[config.mk]
export PLATFORM = sky130hd
export DESIGN_NAME = multi_policy_cache_directory
export DESIGN_NICKNAME = d
export VERILOG_FILES = /design/src/hw/rtl/mpcd_pkg.sv /design/src/hw/rtl/mpcd_ram.sv /design/src/hw/rtl/mpcd_alu.sv /design/src/hw/rtl/mpcd_rand.sv /design/src/hw/rtl/multi_policy_cache_directory.sv
export SDC_FILE = /design/constraint.sdc
export NUM_CORES = 2
export LEC_CHECK = 0
export CORE_ASPECT_RATIO = 0.75
export CORE_MARGIN = 2
export CORE_UTILIZATION = 45
export CTS_BUF_LIST = sky130_fd_sc_hd__clkbuf_8
export DETAILED_ROUTE_END_ITERATION = 6
export DONT_BUFFER_PORTS = 1
export GPL_TIMING_DRIVEN = 0
export HOLD_SLACK_MARGIN = 0.06
export SYNTH_ARGS = -nofsm -noshare
export SYNTH_HDL_FRONTEND = slang
export SYNTH_HIERARCHICAL = 1
export SYNTH_SLANG_ARGS = --single-unit
[constraint.sdc]
create_clock -name clk_i -period 10.3 [get_ports clk_i]
set_input_delay 1.03 -clock clk_i [delete_from_list [all_inputs] [get_ports clk_i]]
set_output_delay 1.03 -clock clk_i [all_outputs]
set_load 0.01 [all_outputs]
[src/hw/rtl/mpcd_pkg.sv]
package mpcd_pkg;

  // default directory size
  localparam int unsigned NUM_ENTRIES_DEF = 32;

  // fixed field widths
  localparam int unsigned KEY_W     = 16;
  localparam int unsigned SLOT_W    = 6;
  localparam int unsigned CTR_W     = 32;
  localparam int unsigned POL_W     = 3;
  localparam int unsigned SEED_W    = 16;
  localparam int unsigned CFG_IDX_W = 2;
  localparam int unsigned CFG_W     = SEED_W;

  // random victim generator
  localparam int unsigned   LFSR_W    = 16;
  localparam logic [15:0]   LFSR_TAPS = 16'hB400;

  localparam logic [CTR_W-1:0] CTR_MAX = {CTR_W{1'b1}};

  // replacement rules, codes five to seven behave as oldest
  typedef enum logic [POL_W-1:0] {
    POL_LFU  = 3'd0,
    POL_MFU  = 3'd1,
    POL_MRU  = 3'd2,
    POL_LRU  = 3'd3,
    POL_RAND = 3'd4
  } policy_e;

  // configuration register map
  typedef enum logic [CFG_IDX_W-1:0] {
    REG_POLICY = 2'd0,
    REG_SEED   = 2'd1
  } reg_idx_e;

  // control into the shared entry unit
  typedef struct packed {
    logic upd;  // second sweep: install new entry, age the rest
    logic sel;  // entry is the matching or the installed one
  } alu_ctrl_t;

endpackage

[src/hw/rtl/mpcd_ram.sv]
module mpcd_ram #(
  parameter int unsigned WIDTH = 32,
  parameter int unsigned DEPTH = 32
) (
  input  logic                     clk_i,
  input  logic                     we_i,
  input  logic [$clog2(DEPTH)-1:0] waddr_i,
  input  logic [WIDTH-1:0]         wdata_i,
  input  logic [$clog2(DEPTH)-1:0] raddr_i,
  output logic [WIDTH-1:0]         rdata_o
);

  logic [WIDTH-1:0] mem_q [DEPTH];
  logic [WIDTH-1:0] rdata_q;

  always_ff @(posedge clk_i) begin
    if (we_i) begin
      mem_q[waddr_i] <= wdata_i;
    end
    rdata_q <= mem_q[raddr_i];
  end

  assign rdata_o = rdata_q;

endmodule

[src/hw/rtl/mpcd_alu.sv]
module mpcd_alu import mpcd_pkg::*; (
  input  alu_ctrl_t        ctrl_i,
  input  logic [POL_W-1:0] policy_i,
  input  logic [CTR_W-1:0] count_i,
  input  logic [CTR_W-1:0] age_i,
  input  logic [CTR_W-1:0] best_i,
  output logic [CTR_W-1:0] count_o,
  output logic [CTR_W-1:0] age_o,
  output logic [CTR_W-1:0] metric_o,
  output logic             better_o
);

  logic [CTR_W-1:0] cnt_inc;
  logic [CTR_W-1:0] age_inc;
  logic             want_lt;
  logic             use_cnt;
  logic [CTR_W-1:0] cmp_a;
  logic [CTR_W-1:0] cmp_b;

  // saturating counters
  assign cnt_inc = (count_i == CTR_MAX) ? count_i : count_i + CTR_W'(1);
  assign age_inc = (age_i == CTR_MAX) ? age_i : age_i + CTR_W'(1);

  always_comb begin
    if (ctrl_i.sel) begin
      count_o = ctrl_i.upd ? CTR_W'(1) : cnt_inc;
      age_o   = '0;
    end else begin
      count_o = count_i;
      age_o   = age_inc;
    end
  end

  assign use_cnt  = (policy_i == POL_LFU) || (policy_i == POL_MFU);
  assign want_lt  = (policy_i == POL_LFU) || (policy_i == POL_MRU);
  assign metric_o = use_cnt ? count_o : age_o;

  // one comparator, operands swapped for the greater-than rules
  assign cmp_a    = want_lt ? metric_o : best_i;
  assign cmp_b    = want_lt ? best_i : metric_o;
  assign better_o = cmp_a < cmp_b;

endmodule

[src/hw/rtl/mpcd_rand.sv]
module mpcd_rand import mpcd_pkg::*; #(
  parameter int unsigned NUM_ENTRIES = NUM_ENTRIES_DEF
) (
  input  logic                           clk_i,
  input  logic                           rst_ni,
  input  logic                           seed_we_i,
  input  logic [SEED_W-1:0]              seed_i,
  input  logic                           start_i,
  output logic                           done_o,
  output logic [$clog2(NUM_ENTRIES)-1:0] victim_o
);

  localparam int unsigned IDX_W = $clog2(NUM_ENTRIES);
  // reciprocal of the directory size, rounded up, exact for every lfsr word
  localparam int unsigned SHIFT = LFSR_W + IDX_W;
  localparam int unsigned RCP_W = LFSR_W + 1;
  localparam int unsigned PRD_W = LFSR_W + RCP_W;
  localparam int unsigned QUO_W = PRD_W - SHIFT;
  localparam logic [RCP_W-1:0] RECIP =
    RCP_W'(((64'd1 << SHIFT) + 64'(NUM_ENTRIES) - 64'd1) / 64'(NUM_ENTRIES));

  logic [LFSR_W-1:0] lfsr_q, lfsr_d;
  logic [PRD_W-1:0]  prod_q, prod_d;
  logic [IDX_W-1:0]  rem_q, rem_d;
  logic              mul_q, mul_d;
  logic              sub_q, sub_d;
  logic              done_q, done_d;
  logic [LFSR_W-1:0] lfsr_next;
  logic [QUO_W-1:0]  quot;
  logic [LFSR_W-1:0] quot_n;

  // galois step, shifting right
  assign lfsr_next = lfsr_q[0] ? ((lfsr_q >> 1) ^ LFSR_TAPS) : (lfsr_q >> 1);

  // quotient from the reciprocal product, then the remainder
  assign quot   = prod_q[PRD_W-1:SHIFT];
  assign quot_n = LFSR_W'(quot) * LFSR_W'(NUM_ENTRIES);

  always_comb begin
    lfsr_d = lfsr_q;
    prod_d = prod_q;
    rem_d  = rem_q;
    mul_d  = 1'b0;
    sub_d  = 1'b0;
    done_d = 1'b0;
    if (seed_we_i) begin
      lfsr_d = (seed_i == '0) ? LFSR_W'(1) : seed_i;
    end else if (start_i) begin
      lfsr_d = lfsr_next;
      mul_d  = 1'b1;
    end
    if (mul_q) begin
      prod_d = PRD_W'(lfsr_q) * PRD_W'(RECIP);
      sub_d  = 1'b1;
    end
    if (sub_q) begin
      rem_d  = IDX_W'(lfsr_q - quot_n);
      done_d = 1'b1;
    end
  end

  always_ff @(posedge clk_i or negedge rst_ni) begin
    if (!rst_ni) begin
      lfsr_q <= LFSR_W'(1);
      mul_q  <= 1'b0;
      sub_q  <= 1'b0;
      done_q <= 1'b0;
    end else begin
      lfsr_q <= lfsr_d;
      mul_q  <= mul_d;
      sub_q  <= sub_d;
      done_q <= done_d;
    end
  end

  always_ff @(posedge clk_i) begin
    prod_q <= prod_d;
    rem_q  <= rem_d;
  end

  assign done_o   = done_q;
  assign victim_o = rem_q;

endmodule

[src/hw/rtl/multi_policy_cache_directory.sv]
// sequence: a hit answers after the first sweep over the entry memories, a miss
//   after a second sweep; an eviction reads the victim key between the sweeps,
//   and a random eviction first waits for the random victim generator
// throughput: one request at a time, each sweep handles one entry per cycle
// reset: all entries empty, policy oldest, random generator loaded with 1;
//   no clearing pass, entry validity lives in flip-flops
module multi_policy_cache_directory import mpcd_pkg::*; #(
  parameter int unsigned NUM_ENTRIES = NUM_ENTRIES_DEF
) (
  input  logic                 clk_i,
  input  logic                 rst_ni,
  // configuration writes
  input  logic                 cfg_we_i,
  input  logic [CFG_IDX_W-1:0] cfg_idx_i,
  input  logic [CFG_W-1:0]     cfg_wdata_i,
  // request words
  input  logic                 req_valid_i,
  output logic                 req_ready_o,
  input  logic [KEY_W-1:0]     request_key_i,
  // response words
  output logic                 rsp_valid_o,
  input  logic                 rsp_ready_i,
  output logic                 hit_o,
  output logic [SLOT_W-1:0]    slot_index_o,
  output logic                 evicted_o,
  output logic [KEY_W-1:0]     evicted_key_o
);

  localparam int unsigned IDX_W = $clog2(NUM_ENTRIES);
  localparam int unsigned CNT_W = IDX_W + 1;
  localparam logic [IDX_W-1:0] LAST_IDX = IDX_W'(NUM_ENTRIES - 1);
  localparam logic [CNT_W-1:0] CNT_END  = CNT_W'(NUM_ENTRIES);

  // sequencer states
  typedef enum logic [7:0] {
    ST_IDLE   = 8'b0000_0001,
    ST_SCAN   = 8'b0000_0010,
    ST_DECIDE = 8'b0000_0100,
    ST_RAND   = 8'b0000_1000,
    ST_KRD    = 8'b0001_0000,
    ST_KCAP   = 8'b0010_0000,
    ST_UPD    = 8'b0100_0000,
    ST_DONE   = 8'b1000_0000
  } state_e;

  state_e state_q, state_d;

  // sweep control: issue counter and the data stage behind the ram read
  logic [CNT_W-1:0]       cnt_q, cnt_d;
  logic                   p_valid_q, p_valid_d;
  logic [IDX_W-1:0]       p_idx_q, p_idx_d;

  logic [NUM_ENTRIES-1:0] valid_q, valid_d;
  logic [POL_W-1:0]       policy_q, policy_d;

  logic                   hit_found_q, hit_found_d;
  logic                   empty_found_q, empty_found_d;
  logic                   rsp_valid_q, rsp_valid_d;

  // working payload
  logic [KEY_W-1:0]       req_key_q, req_key_d;
  logic [IDX_W-1:0]       hit_idx_q, hit_idx_d;
  logic [IDX_W-1:0]       empty_idx_q, empty_idx_d;
  logic [IDX_W-1:0]       best_idx_q, best_idx_d;
  logic [CTR_W-1:0]       best_val_q, best_val_d;
  logic [IDX_W-1:0]       slot_q, slot_d;
  logic                   evicted_q, evicted_d;
  logic [KEY_W-1:0]       evkey_q, evkey_d;

  // response registers
  logic                   rsp_hit_q, rsp_hit_d;
  logic [SLOT_W-1:0]      rsp_slot_q, rsp_slot_d;
  logic                   rsp_ev_q, rsp_ev_d;
  logic [KEY_W-1:0]       rsp_evkey_q, rsp_evkey_d;

  // entry memories
  logic [IDX_W-1:0]       rd_addr;
  logic [KEY_W-1:0]       key_rd;
  logic [CTR_W-1:0]       cnt_rd;
  logic [CTR_W-1:0]       age_rd;
  logic                   key_we;
  logic                   ctr_we;

  // shared entry unit
  alu_ctrl_t              alu_ctrl;
  logic                   ent_valid;
  logic [CTR_W-1:0]       eff_cnt;
  logic [CTR_W-1:0]       eff_age;
  logic [CTR_W-1:0]       new_cnt;
  logic [CTR_W-1:0]       new_age;
  logic [CTR_W-1:0]       metric;
  logic                   better;

  // random victim unit
  logic                   seed_we;
  logic                   rand_start;
  logic                   rand_done;
  logic [IDX_W-1:0]       rand_victim;

  logic                   in_sweep;
  logic                   issue;
  logic                   is_upd;

  assign req_ready_o = (state_q == ST_IDLE);

  assign in_sweep = (state_q == ST_SCAN) || (state_q == ST_UPD);
  assign issue    = in_sweep && (cnt_q != CNT_END);
  assign is_upd   = (state_q == ST_UPD);

  // the key read for the eviction report borrows the read port
  assign rd_addr  = (state_q == ST_KRD) ? slot_q : cnt_q[IDX_W-1:0];

  // entries never written read as zero
  assign ent_valid = valid_q[p_idx_q];
  assign eff_cnt   = ent_valid ? cnt_rd : '0;
  assign eff_age   = ent_valid ? age_rd : '0;

  assign alu_ctrl.upd = is_upd;
  assign alu_ctrl.sel = is_upd ? (p_idx_q == slot_q)
                               : (ent_valid && (key_rd == req_key_q));

  assign ctr_we = p_valid_q;
  assign key_we = p_valid_q && is_upd && alu_ctrl.sel;

  assign seed_we = cfg_we_i && (cfg_idx_i == REG_SEED);

  mpcd_ram #(.WIDTH(KEY_W), .DEPTH(NUM_ENTRIES)) u_key_ram (
    .clk_i   (clk_i),
    .we_i    (key_we),
    .waddr_i (p_idx_q),
    .wdata_i (req_key_q),
    .raddr_i (rd_addr),
    .rdata_o (key_rd)
  );

  mpcd_ram #(.WIDTH(CTR_W), .DEPTH(NUM_ENTRIES)) u_cnt_ram (
    .clk_i   (clk_i),
    .we_i    (ctr_we),
    .waddr_i (p_idx_q),
    .wdata_i (new_cnt),
    .raddr_i (rd_addr),
    .rdata_o (cnt_rd)
  );

  mpcd_ram #(.WIDTH(CTR_W), .DEPTH(NUM_ENTRIES)) u_age_ram (
    .clk_i   (clk_i),
    .we_i    (ctr_we),
    .waddr_i (p_idx_q),
    .wdata_i (new_age),
    .raddr_i (rd_addr),
    .rdata_o (age_rd)
  );

  mpcd_alu u_alu (
    .ctrl_i   (alu_ctrl),
    .policy_i (policy_q),
    .count_i  (eff_cnt),
    .age_i    (eff_age),
    .best_i   (best_val_q),
    .count_o  (new_cnt),
    .age_o    (new_age),
    .metric_o (metric),
    .better_o (better)
  );

  mpcd_rand #(.NUM_ENTRIES(NUM_ENTRIES)) u_rand (
    .clk_i     (clk_i),
    .rst_ni    (rst_ni),
    .seed_we_i (seed_we),
    .seed_i    (cfg_wdata_i[SEED_W-1:0]),
    .start_i   (rand_start),
    .done_o    (rand_done),
    .victim_o  (rand_victim)
  );

  always_comb begin
    state_d       = state_q;
    cnt_d         = cnt_q;
    p_valid_d     = 1'b0;
    p_idx_d       = p_idx_q;
    valid_d       = valid_q;
    policy_d      = policy_q;
    hit_found_d   = hit_found_q;
    empty_found_d = empty_found_q;
    rsp_valid_d   = rsp_valid_q;
    req_key_d     = req_key_q;
    hit_idx_d     = hit_idx_q;
    empty_idx_d   = empty_idx_q;
    best_idx_d    = best_idx_q;
    best_val_d    = best_val_q;
    slot_d        = slot_q;
    evicted_d     = evicted_q;
    evkey_d       = evkey_q;
    rsp_hit_d     = rsp_hit_q;
    rsp_slot_d    = rsp_slot_q;
    rsp_ev_d      = rsp_ev_q;
    rsp_evkey_d   = rsp_evkey_q;
    rand_start    = 1'b0;

    // policy register, to be written only while idle; the block does not enforce this
    if (cfg_we_i && (cfg_idx_i == REG_POLICY)) begin
      policy_d = cfg_wdata_i[POL_W-1:0];
    end

    if (rsp_valid_q && rsp_ready_i) begin
      rsp_valid_d = 1'b0;
    end

    // issue side of a sweep
    if (issue) begin
      cnt_d     = cnt_q + CNT_W'(1);
      p_valid_d = 1'b1;
      p_idx_d   = cnt_q[IDX_W-1:0];
    end

    unique case (state_q)
      ST_IDLE: begin
        if (req_valid_i) begin
          req_key_d     = request_key_i;
          cnt_d         = '0;
          hit_found_d   = 1'b0;
          empty_found_d = 1'b0;
          state_d       = ST_SCAN;
        end
      end

      // first sweep: match, age, find the first empty slot and the victim
      ST_SCAN: begin
        if (p_valid_q) begin
          if (alu_ctrl.sel) begin
            hit_found_d = 1'b1;
            hit_idx_d   = p_idx_q;
          end
          if (!ent_valid && !empty_found_q) begin
            empty_found_d = 1'b1;
            empty_idx_d   = p_idx_q;
          end
          // strict compare keeps the lowest slot on a tie
          if ((p_idx_q == '0) || better) begin
            best_idx_d = p_idx_q;
            best_val_d = metric;
          end
          if (p_idx_q == LAST_IDX) begin
            state_d = ST_DECIDE;
          end
        end
      end

      ST_DECIDE: begin
        cnt_d = '0;
        if (hit_found_q) begin
          slot_d    = hit_idx_q;
          evicted_d = 1'b0;
          evkey_d   = '0;
          state_d   = ST_DONE;
        end else if (empty_found_q) begin
          slot_d    = empty_idx_q;
          evicted_d = 1'b0;
          evkey_d   = '0;
          state_d   = ST_UPD;
        end else if (policy_q == POL_RAND) begin
          rand_start = 1'b1;
          state_d    = ST_RAND;
        end else begin
          slot_d    = best_idx_q;
          evicted_d = 1'b1;
          state_d   = ST_KRD;
        end
      end

      ST_RAND: begin
        if (rand_done) begin
          slot_d    = rand_victim;
          evicted_d = 1'b1;
          state_d   = ST_KRD;
        end
      end

      ST_KRD: begin
        state_d = ST_KCAP;
      end

      ST_KCAP: begin
        evkey_d = key_rd;
        cnt_d   = '0;
        state_d = ST_UPD;
      end

      // second sweep: install the new entry, age every other one
      ST_UPD: begin
        if (p_valid_q) begin
          if (alu_ctrl.sel) begin
            valid_d[p_idx_q] = 1'b1;
          end
          if (p_idx_q == LAST_IDX) begin
            state_d = ST_DONE;
          end
        end
      end

      ST_DONE: begin
        if (!rsp_valid_q || rsp_ready_i) begin
          rsp_valid_d = 1'b1;
          rsp_hit_d   = hit_found_q;
          rsp_slot_d  = SLOT_W'(slot_q);
          rsp_ev_d    = evicted_q;
          rsp_evkey_d = evkey_q;
          state_d     = ST_IDLE;
        end
      end

      default: begin
        state_d = ST_IDLE;
      end
    endcase
  end

  always_ff @(posedge clk_i or negedge rst_ni) begin
    if (!rst_ni) begin
      state_q       <= ST_IDLE;
      cnt_q         <= '0;
      p_valid_q     <= 1'b0;
      p_idx_q       <= '0;
      valid_q       <= '0;
      policy_q      <= POL_LRU;
      hit_found_q   <= 1'b0;
      empty_found_q <= 1'b0;
      rsp_valid_q   <= 1'b0;
    end else begin
      state_q       <= state_d;
      cnt_q         <= cnt_d;
      p_valid_q     <= p_valid_d;
      p_idx_q       <= p_idx_d;
      valid_q       <= valid_d;
      policy_q      <= policy_d;
      hit_found_q   <= hit_found_d;
      empty_found_q <= empty_found_d;
      rsp_valid_q   <= rsp_valid_d;
    end
  end

  always_ff @(posedge clk_i) begin
    req_key_q   <= req_key_d;
    hit_idx_q   <= hit_idx_d;
    empty_idx_q <= empty_idx_d;
    best_idx_q  <= best_idx_d;
    best_val_q  <= best_val_d;
    slot_q      <= slot_d;
    evicted_q   <= evicted_d;
    evkey_q     <= evkey_d;
    rsp_hit_q   <= rsp_hit_d;
    rsp_slot_q  <= rsp_slot_d;
    rsp_ev_q    <= rsp_ev_d;
    rsp_evkey_q <= rsp_evkey_d;
  end

  assign rsp_valid_o   = rsp_valid_q;
  assign hit_o         = rsp_hit_q;
  assign slot_index_o  = rsp_slot_q;
  assign evicted_o     = rsp_ev_q;
  assign evicted_key_o = rsp_evkey_q;

endmodule

== Word-level counts from Yosys, hierarchy flattened ==
Memories as Yosys holds them, arrays and structs flattened. A register that Yosys moved wholly into a read port is not among the register bits.
Cells that the tools add are included.
Widths: inputs -> output; s select.

* Register bits: 190
* RAM bits: 2560
* Input port bits: 39
* Output and inout port bits: 26
* Word-level logic and storage cells: 174
* Memories kept: 3

{| class="wikitable"
|+ Memory list
! memory !! words !! width !! read ports !! clocked after Yosys merged registers in !! wr ports !! RTL line !! source
|-
| u_age_ram.mem_q || 32 || 32 || 1 || 1 || 1 || mpcd_ram.sv:13 || <nowiki>logic [WIDTH-1:0] mem_q [DEPTH];</nowiki>
|-
| u_cnt_ram.mem_q || 32 || 32 || 1 || 1 || 1 || mpcd_ram.sv:13 ||
|-
| u_key_ram.mem_q || 32 || 16 || 1 || 1 || 1 || mpcd_ram.sv:13 ||
|}

* $add $sub $neg: 4
* $lt $le $gt $ge: 3
* Equal/unequal tests: 29
* Mux-type cells: 70
* Bitwise logic cells: 2
* Reduce and logical (&&, ||, !) cells: 37

{| class="wikitable"
|+ Operator list
! cell !! number
|-
| $mux 32 || 10
|-
| $mux 16 || 6
|-
| $add 32x1->32 const B || 2
|-
| $eq 32x32->1 const B || 2
|-
| $mux 8 || 8
|-
| $pmux 8 s8 || 1
|-
| $lt 32x32->1 || 1
|-
| $or 32x32->32 || 1
|-
| $pmux 16 s2 || 1
|-
| $mux 5 || 6
|-
| $mux 1 || 28
|-
| $eq 16x16->1 || 1
|-
| $logic_not 16->1 || 1
|-
| $reduce_and 3->1 || 5
|-
| $mux 6 || 2
|-
| $pmux 6 s2 || 1
|-
| $ne 2x2->1 const B || 5
|-
| $pmux 5 s2 || 1
|-
| $logic_and 1x1->1 || 9
|-
| $eq 8x1->1 const B || 1
|-
| $eq 8x2->1 const B || 1
|-
| $eq 8x3->1 const B || 1
|-
| $eq 8x4->1 const B || 1
|-
| $eq 8x5->1 const B || 1
|-
| 32 further kinds || 49
|}

== Longest topological paths before layout ==
* Depth after elaboration: 12
* Mapped depth: 25
* Depth with buffers taken out: 21

== Hierarchy ==
The synthesis kept the hierarchy.

{| class="wikitable"
|+ By module, submodules not included
! module !! times used !! cells each !! area an instance (µm²) !! sequential area each (µm²)
|-
| mpcd_ram (u_age_ram) || 1 || 2260 || 40492.6 || 31390.1
|-
| mpcd_ram (u_cnt_ram) || 1 || 2260 || 40485.1 || 31390.1
|-
| mpcd_ram (u_key_ram) || 1 || 1143 || 20535.9 || 15695.1
|-
| multi_policy_cache_directory || 1 || 506 || 7084.3 || 4698.3
|-
| mpcd_alu || 1 || 663 || 4129.0 || 0.0
|-
| mpcd_rand || 1 || 87 || 1072.3 || 626.9
|}

== Least setup slack after synthesis ==
No wires, ideal clock.

* Path type: register -> register
* Start point: reg p_idx_q[4]
* End point: reg best_idx_q[0] (enable)
* Setup time: 0.431 ns
* Arrival: 7.414 ns
* Required time: 9.869 ns
* Slack: 2.455 ns
* Stages on the path, launching flop included: 23
* Path buffers: 4
* Clock period less this slack: 7.845 ns
* Cells stage by stage: dfrtp_1 > clkbuf_1 > nor3b_1 > a22oi_1 > nand4_1 > buf_2 > clkbuf_1 > and2_1 > and4_1 > clkbuf_1 > nand4_1 > nor2_2 > nor3_1 > o21ai_0 > a211oi_2 > maj3_1 > nor2_1 > o21ai_0 > o211ai_1 > a211oi_1 > o21ai_1 > a21oi_1 > nor2_1

* Longest elaborated chain between the ends: 12
* Elaborated cells on any way between the ends: 23
* Classes of those cells: 2 x add/sub; 1 x order compare; 3 x eq/ne; 13 x mux; 4 x reduce/logical

{| class="wikitable"
|+ RTL lines
! element !! RTL line !! source
|-
| start: declaration || multi_policy_cache_directory.sv:51 || <nowiki>logic [IDX_W-1:0] p_idx_q, p_idx_d;</nowiki>
|-
| start signal: assignment || multi_policy_cache_directory.sv:333 || <nowiki>p_idx_q <= p_idx_d;</nowiki>
|-
| $bmux 1 s5 (*) || multi_policy_cache_directory.sv:114 || <nowiki>assign ent_valid = valid_q[p_idx_q];</nowiki>
|-
| $mux 1 (implied by the code) (*) || multi_policy_cache_directory.sv:114 ||
|-
| $mux 32 (*) || multi_policy_cache_directory.sv:115 || <nowiki>assign eff_cnt = ent_valid ? cnt_rd : '0;</nowiki>
|-
| via eff_cnt[22] || multi_policy_cache_directory.sv:87 || <nowiki>logic [CTR_W-1:0] eff_cnt;</nowiki>
|-
| $eq 32x32->1 (*) || mpcd_alu.sv:21 || <nowiki>assign cnt_inc = (count_i == CTR_MAX) ? count_i : count_i + CTR_W'(1);</nowiki>
|-
| $mux 32 (*) || mpcd_alu.sv:21 ||
|-
| $mux 32 (*) || mpcd_alu.sv:26 || <nowiki>count_o = ctrl_i.upd ? CTR_W'(1) : cnt_inc;</nowiki>
|-
| $mux 32 (*) || mpcd_alu.sv:25 || <nowiki>if (ctrl_i.sel) begin</nowiki>
|-
| via new_cnt[5] || multi_policy_cache_directory.sv:89 || <nowiki>logic [CTR_W-1:0] new_cnt;</nowiki>
|-
| $mux 32 (*) || mpcd_alu.sv:36 || <nowiki>assign metric_o = use_cnt ? count_o : age_o;</nowiki>
|-
| $mux 32 (on tied branches) || mpcd_alu.sv:39, mpcd_alu.sv:40 ||
|-
| $lt 32x32->1 (*) || mpcd_alu.sv:41 || <nowiki>assign better_o = cmp_a < cmp_b;</nowiki>
|-
| via better || multi_policy_cache_directory.sv:92 || <nowiki>logic better;</nowiki>
|-
| $logic_or 1x1->1 (*) || multi_policy_cache_directory.sv:239 || <nowiki>if ((p_idx_q == '0) || better) begin</nowiki>
|-
| $reduce_and 3->1 (no line) (*) || - ||
|-
| end signal: assignment || multi_policy_cache_directory.sv:346 || <nowiki>best_idx_q <= best_idx_d;</nowiki>
|-
| end: declaration || multi_policy_cache_directory.sv:64 || <nowiki>logic [IDX_W-1:0] best_idx_q, best_idx_d;</nowiki>
|}

Mark *: on every way through the listed nets, which the timed path passes. The rest lies on a longest branch. The select of a mux whose other input is x is not followed.
A chain may end at the register's enable or synchronous reset.

== Worst setup path after layout ==
* Start point: reg p_idx_q[4]
* End point: reg best_val_q[27] (enable)

* Elaborated cells on any way between the ends: 23
* Classes of those cells: 2 x add/sub; 1 x order compare; 3 x eq/ne; 13 x mux; 4 x reduce/logical

{| class="wikitable"
|+ RTL lines
! element !! RTL line !! source
|-
| $bmux 1 s5 (*) || multi_policy_cache_directory.sv:114 ||
|-
| $mux 1 (implied by the code) (*) || multi_policy_cache_directory.sv:114 ||
|-
| $mux 32 (*) || multi_policy_cache_directory.sv:116 || <nowiki>assign eff_age = ent_valid ? age_rd : '0;</nowiki>
|-
| via eff_age[0] || multi_policy_cache_directory.sv:88 || <nowiki>logic [CTR_W-1:0] eff_age;</nowiki>
|-
| $add 32x1->32 or $eq 32x32->1 (tied branches) || mpcd_alu.sv:22 || <nowiki>assign age_inc = (age_i == CTR_MAX) ? age_i : age_i + CTR_W'(1);</nowiki>
|-
| $mux 32 (*) || mpcd_alu.sv:22 ||
|-
| $mux 32 (*) || mpcd_alu.sv:25 ||
|-
| via new_age[7] || multi_policy_cache_directory.sv:90 || <nowiki>logic [CTR_W-1:0] new_age;</nowiki>
|-
| $mux 32 (*) || mpcd_alu.sv:36 ||
|-
| $mux 32 (on tied branches) || mpcd_alu.sv:39, mpcd_alu.sv:40 ||
|-
| $lt 32x32->1 (*) || mpcd_alu.sv:41 ||
|-
| via better || multi_policy_cache_directory.sv:92 ||
|-
| $logic_or 1x1->1 (*) || multi_policy_cache_directory.sv:239 ||
|-
| $reduce_and 3->1 (no line) (*) || - ||
|-
| end signal: assignment || multi_policy_cache_directory.sv:347 || <nowiki>best_val_q <= best_val_d;</nowiki>
|-
| end: declaration || multi_policy_cache_directory.sv:65 || <nowiki>logic [CTR_W-1:0] best_val_q, best_val_d;</nowiki>
|}

Marked as above.

==> summary.log <==
[pwr] relative contribution of sequential cells to total power 0.480
[floorplan] Die X-Extent 585 um
[critical_path] type of element capturing the critical path register
[clocking] clock insertion delay at the later pin of the skew report 1040 ps
[floorplan] area of the placeable core 0.251 mm2
[logic_synthesis] fraction of the yosys area taken by sequential cells 0.736
[logic_synthesis] Mean Syn Cell Area 16.4 um2
[routing] Detail Route Antenna Nets 0
[grt] number of antenna violations at the first check in global routing 11
[routing] total routed wirelength 307000 um
[sta] clk_skew 94.7 ps
[routing] total via count after detailed routing 65100
[critical_path] worst reg2reg path startpoint p_idx_q[4]$_DFFE_PN0P_
[pwr] reported leakage power 47.3 nW
[sta] fmax 102 MHz
[floorplan] area of the die 0.257 mm2
[place] post-place setup slack 169 ps
[logic_synthesis] Cell variety after synth 105
[logic_synthesis] Synth warnings 6
[sta] setup repair after global routing missed its margin false
[floorplan] height of the die 440 um
[routing] post-route met1 wirelength 139000 um
[cells_and_area] layout-stage area growth over the synthesis result 13.9%
[critical_path] critical path class register to register
[logic_synthesis] number of enable-type register cells in the synthesized netlist 2673
[clocking] TritonCTS clock tree built
[critical_path] Worst R2R Path Depth 23
[pwr] clock share of power 0.314
[logic_synthesis] predominant post-synthesis flop cell edfxtp_1
[sta] max-slew violation count 0
[critical_path] Worst Path Max Fanout 30
[grt] vias in the first global route 62100
[sta] final number of hold-violating endpoints 0
[hold_path] cell depth of the worst min-delay path 2
[grt] GRT overflow 0
[floorplan] effective utilization at floorplan 0.454
[place] quantity of I/O buffers inserted on ports 0
[critical_path] required time of the critical path 10980 ps
[clocking] CTS clk-pin slew, worst paths 60 ps
[clocking] number of setup buffers added after CTS 0
[clocking] Inserted Clock Buffers 431
[grt] largest net degree at the start of global routing 78
[sta] worst slew slack as a fraction of its limit 0.0779
[logic_synthesis] Synth Cell Area 0.114 mm2
[sta] final clock period utilization by the worst path 0.956
[pwr] power per cell area 213 mW/mm2
[grt] first-pass GRT wire length 435000 um
[cells_and_area] layout net count 7563
[routing] count of routing violations after the opening detailed-route iteration 8041
[place] final weighted congestion in routability-driven placement 0.877
[routing] routed wire length per instance 27.3 um
[routing] total met2 wirelength after detailed routing 130000 um
[floorplan] Rows 159
[routing] highest metal layer used by the detailed router met5
[grt] global-route total usage across every layer 0.235
[clocking] H-tree levels 5
[clocking] Max Buffers Root-to-Sink 4
[pwr] Net Sw Frac 0.302
[critical_path] worst r2r dst best_val_q[27]$_DFFE_PP_
[place] DP HPWL 207000 um
[pwr] Comb power frac 0.206
[sta] Worst Setup Slack, final 448 ps
[routing] DRC errors left 0
[critical_path] Arrival @ worst endpoint 10530 ps
[logic_synthesis] number of standard cells after synthesis 6919
[cells_and_area] most frequent cells in the layout edfxtp_1, mux2i_1, clkbuf_8, nand2_1, nand3_1
[sta] final sum of negative setup slack 0 ps
[cells_and_area] Final Non-Filler Cells 11300
[clocking] CTS Root Cell clkbuf_8
[logic_synthesis] nets in the synthesized netlist 6962
[logic_synthesis] Post-synth ARST share 0.0272
[floorplan] Top Ports 65
[logic_synthesis] flop and latch count out of synthesis 2830
[routing] 1st-pass router iterations 6
[cells_and_area] proportion of layout cells with a drive suffix above 1 0.147
[pwr] net switching component of the power 8.33 mW
[status] run status complete, no violations
[hold_path] Worst Hold Path EP u_rand/lfsr_q[0]$_DFFE_PN1P_
[pwr] internal power contribution 19.3 mW
[clocking] TritonCTS Sinks 2830
[sta] number of endpoints failing setup at the final stage 0
[routing] via count normalized by instance count 5.79
[sta] transition at the pin with the smallest max-transition slack 1380 ps
[flow_run] number of maximum-capacitance constraint violations 0
[critical_path] CP Launch Type register
[hold_path] hold path startpoint cfg_wdata_i[0]
[place] count of placed standard cells including taps 10400
[critical_path] worst-case register-to-register setup slack 450 ps
[cells_and_area] most common cell after layout, fill and taps aside edfxtp_1
[routing] Met3 Routed Length 32100 um
[hold_path] Worst Hold Class input port to register
[pwr] maximum VDD drop 0.000115 V
[pwr] PnR Total Power 27.6 mW
[sta] Final Critical Period 9850 ps
==> worst max-delay path, cell delays in order, from the launching register on <==
cell,delay [ps]
dfrtp_2,990
clkbuf_1,470
nor3b_1,540
a22oi_1,200
nand4_1,580
buf_2,570
clkbuf_1,390
and2_1,320
ha_1,370
nand4_2,240
nor4_1,630
nand2_1,310
o211ai_1,810
a21oi_1,240
a21oi_1,170
o21ai_0,90
mux2i_1,230
o311ai_0,260
o211ai_1,290
a211oi_1,240
o21ai_4,500
a21oi_1,220
nor2_4,490
buf_12,280
==> cell usage after synthesis, types with 89 or more instances <==
cell type	number	area, um2
buf_2	99	495
a21oi_1	263	1320
nor3_1	97	485
and2_1	94	588
nor2_1	221	830
a22o_1	162	1420
edfxtp_1	2673	80300
buf_4	89	668
mux2i_1	1309	13100
a31oi_1	93	582
a22oi_1	262	1970
nand2_1	320	1200
clkbuf_1	134	503
nand3_1	266	1330
==> logic make-up (layout without fill, tap and decap cells) <==
logic type,after synthesis,count (layout),share of synthesized area
compound gates,970,970,0.0594
xor+xnor,94,94,0.00723
fa+ha+maj,21,21,0.00195
buf+inv,445,1389,0.0227
flops,2830,2830,0.736
mux,1330,1330,0.118
other cells,1,9,0.0000330
simple gates,1228,1228,0.0543
==> power by group through the flow <==
stage,clock network [mW],registers (mW),logic [mW]
4_1_cts,8.83,13.3,5.60
5_1_grt,9.31,13.3,5.92
6_report,8.66,13.3,5.68
3_5_place_dp,0,13.5,5.56
3_3_place_gp,0,13.5,5.42
2_1_floorplan,0,13.3,3.48
==> layout make-up <==
class | instances | area [um2]
antenna | 8 | 20.0
buffer | 391 | 2380
clock buffer | 460 | 6330
clock inverter | 316 | 1580
fill | 20400 | 121000
inverter | 54 | 203
multi-input combinational | 3644 | 28300
sequential | 2830 | 83800
tap | 3381 | 4230
timing repair buffer | 168 | 2860
==> layer usage <==
metal | vias to the layer above | GRT usage
li1 | 28400 | -
met1 | 33300 | 0.358
met2 | 2978 | 0.333
met3 | 445 | 0.0591
met4 | 10 | 0.0613
met5 | - | 0
==> how the worst max path moves through the flow <==
stage | endpoint | cells past startpoint | slack [ps] | from
2_1_floorplan | best_idx_q[0]$_DFFE_PP_ | 22 | 2460 | p_idx_q[4]$_DFFE_PN0P_
3_3_place_gp | best_val_q[18]$_DFFE_PP_ | 22 | -5500 | p_idx_q[4]$_DFFE_PN0P_
3_5_place_dp | best_val_q[16]$_DFFE_PP_ | 23 | 170 | p_idx_q[4]$_DFFE_PN0P_
4_1_cts | best_val_q[24]$_DFFE_PP_ | 23 | 90 | p_idx_q[4]$_DFFE_PN0P_
5_1_grt | best_val_q[24]$_DFFE_PP_ | 23 | 50 | p_idx_q[4]$_DFFE_PN0P_
6_report | best_val_q[27]$_DFFE_PP_ | 23 | 450 | p_idx_q[4]$_DFFE_PN0P_
==> flip-flops by register name, indices dropped and copies added (netlist names), 6 cells and up <==
register and cells:
u_age_ram/mem_q 1024, u_cnt_ram/mem_q 1024, u_key_ram/mem_q 512, best_val_q 32
u_age_ram/rdata_o 32, u_cnt_ram/rdata_o 32, valid_q 32, evicted_key_o 16
evkey_q 16, req_key_q 16, u_key_ram/rdata_o 16, u_rand/lfsr_q 16
state_q 8, cnt_q 6
==> repair_timing <==
action,CTS,global route
hold endpoints to repair,94,0
hold buffers,19,0
setup endpoints to repair,0,37
resized for setup,0,3
==> through the flow <==
stage | area [um2] | util | hold WS, ps
5_1_grt | 130000 | 0.517 | 114
4_1_cts | 130000 | 0.516 | 78.5
3_3_place_gp | 118000 | 0.470 | 336
3_5_place_dp | 121000 | 0.484 | 336
2_1_floorplan | 114000 | - | 331
6_report | 130000 | 0.517 | 149
Power figures use the tool's default switching activity.
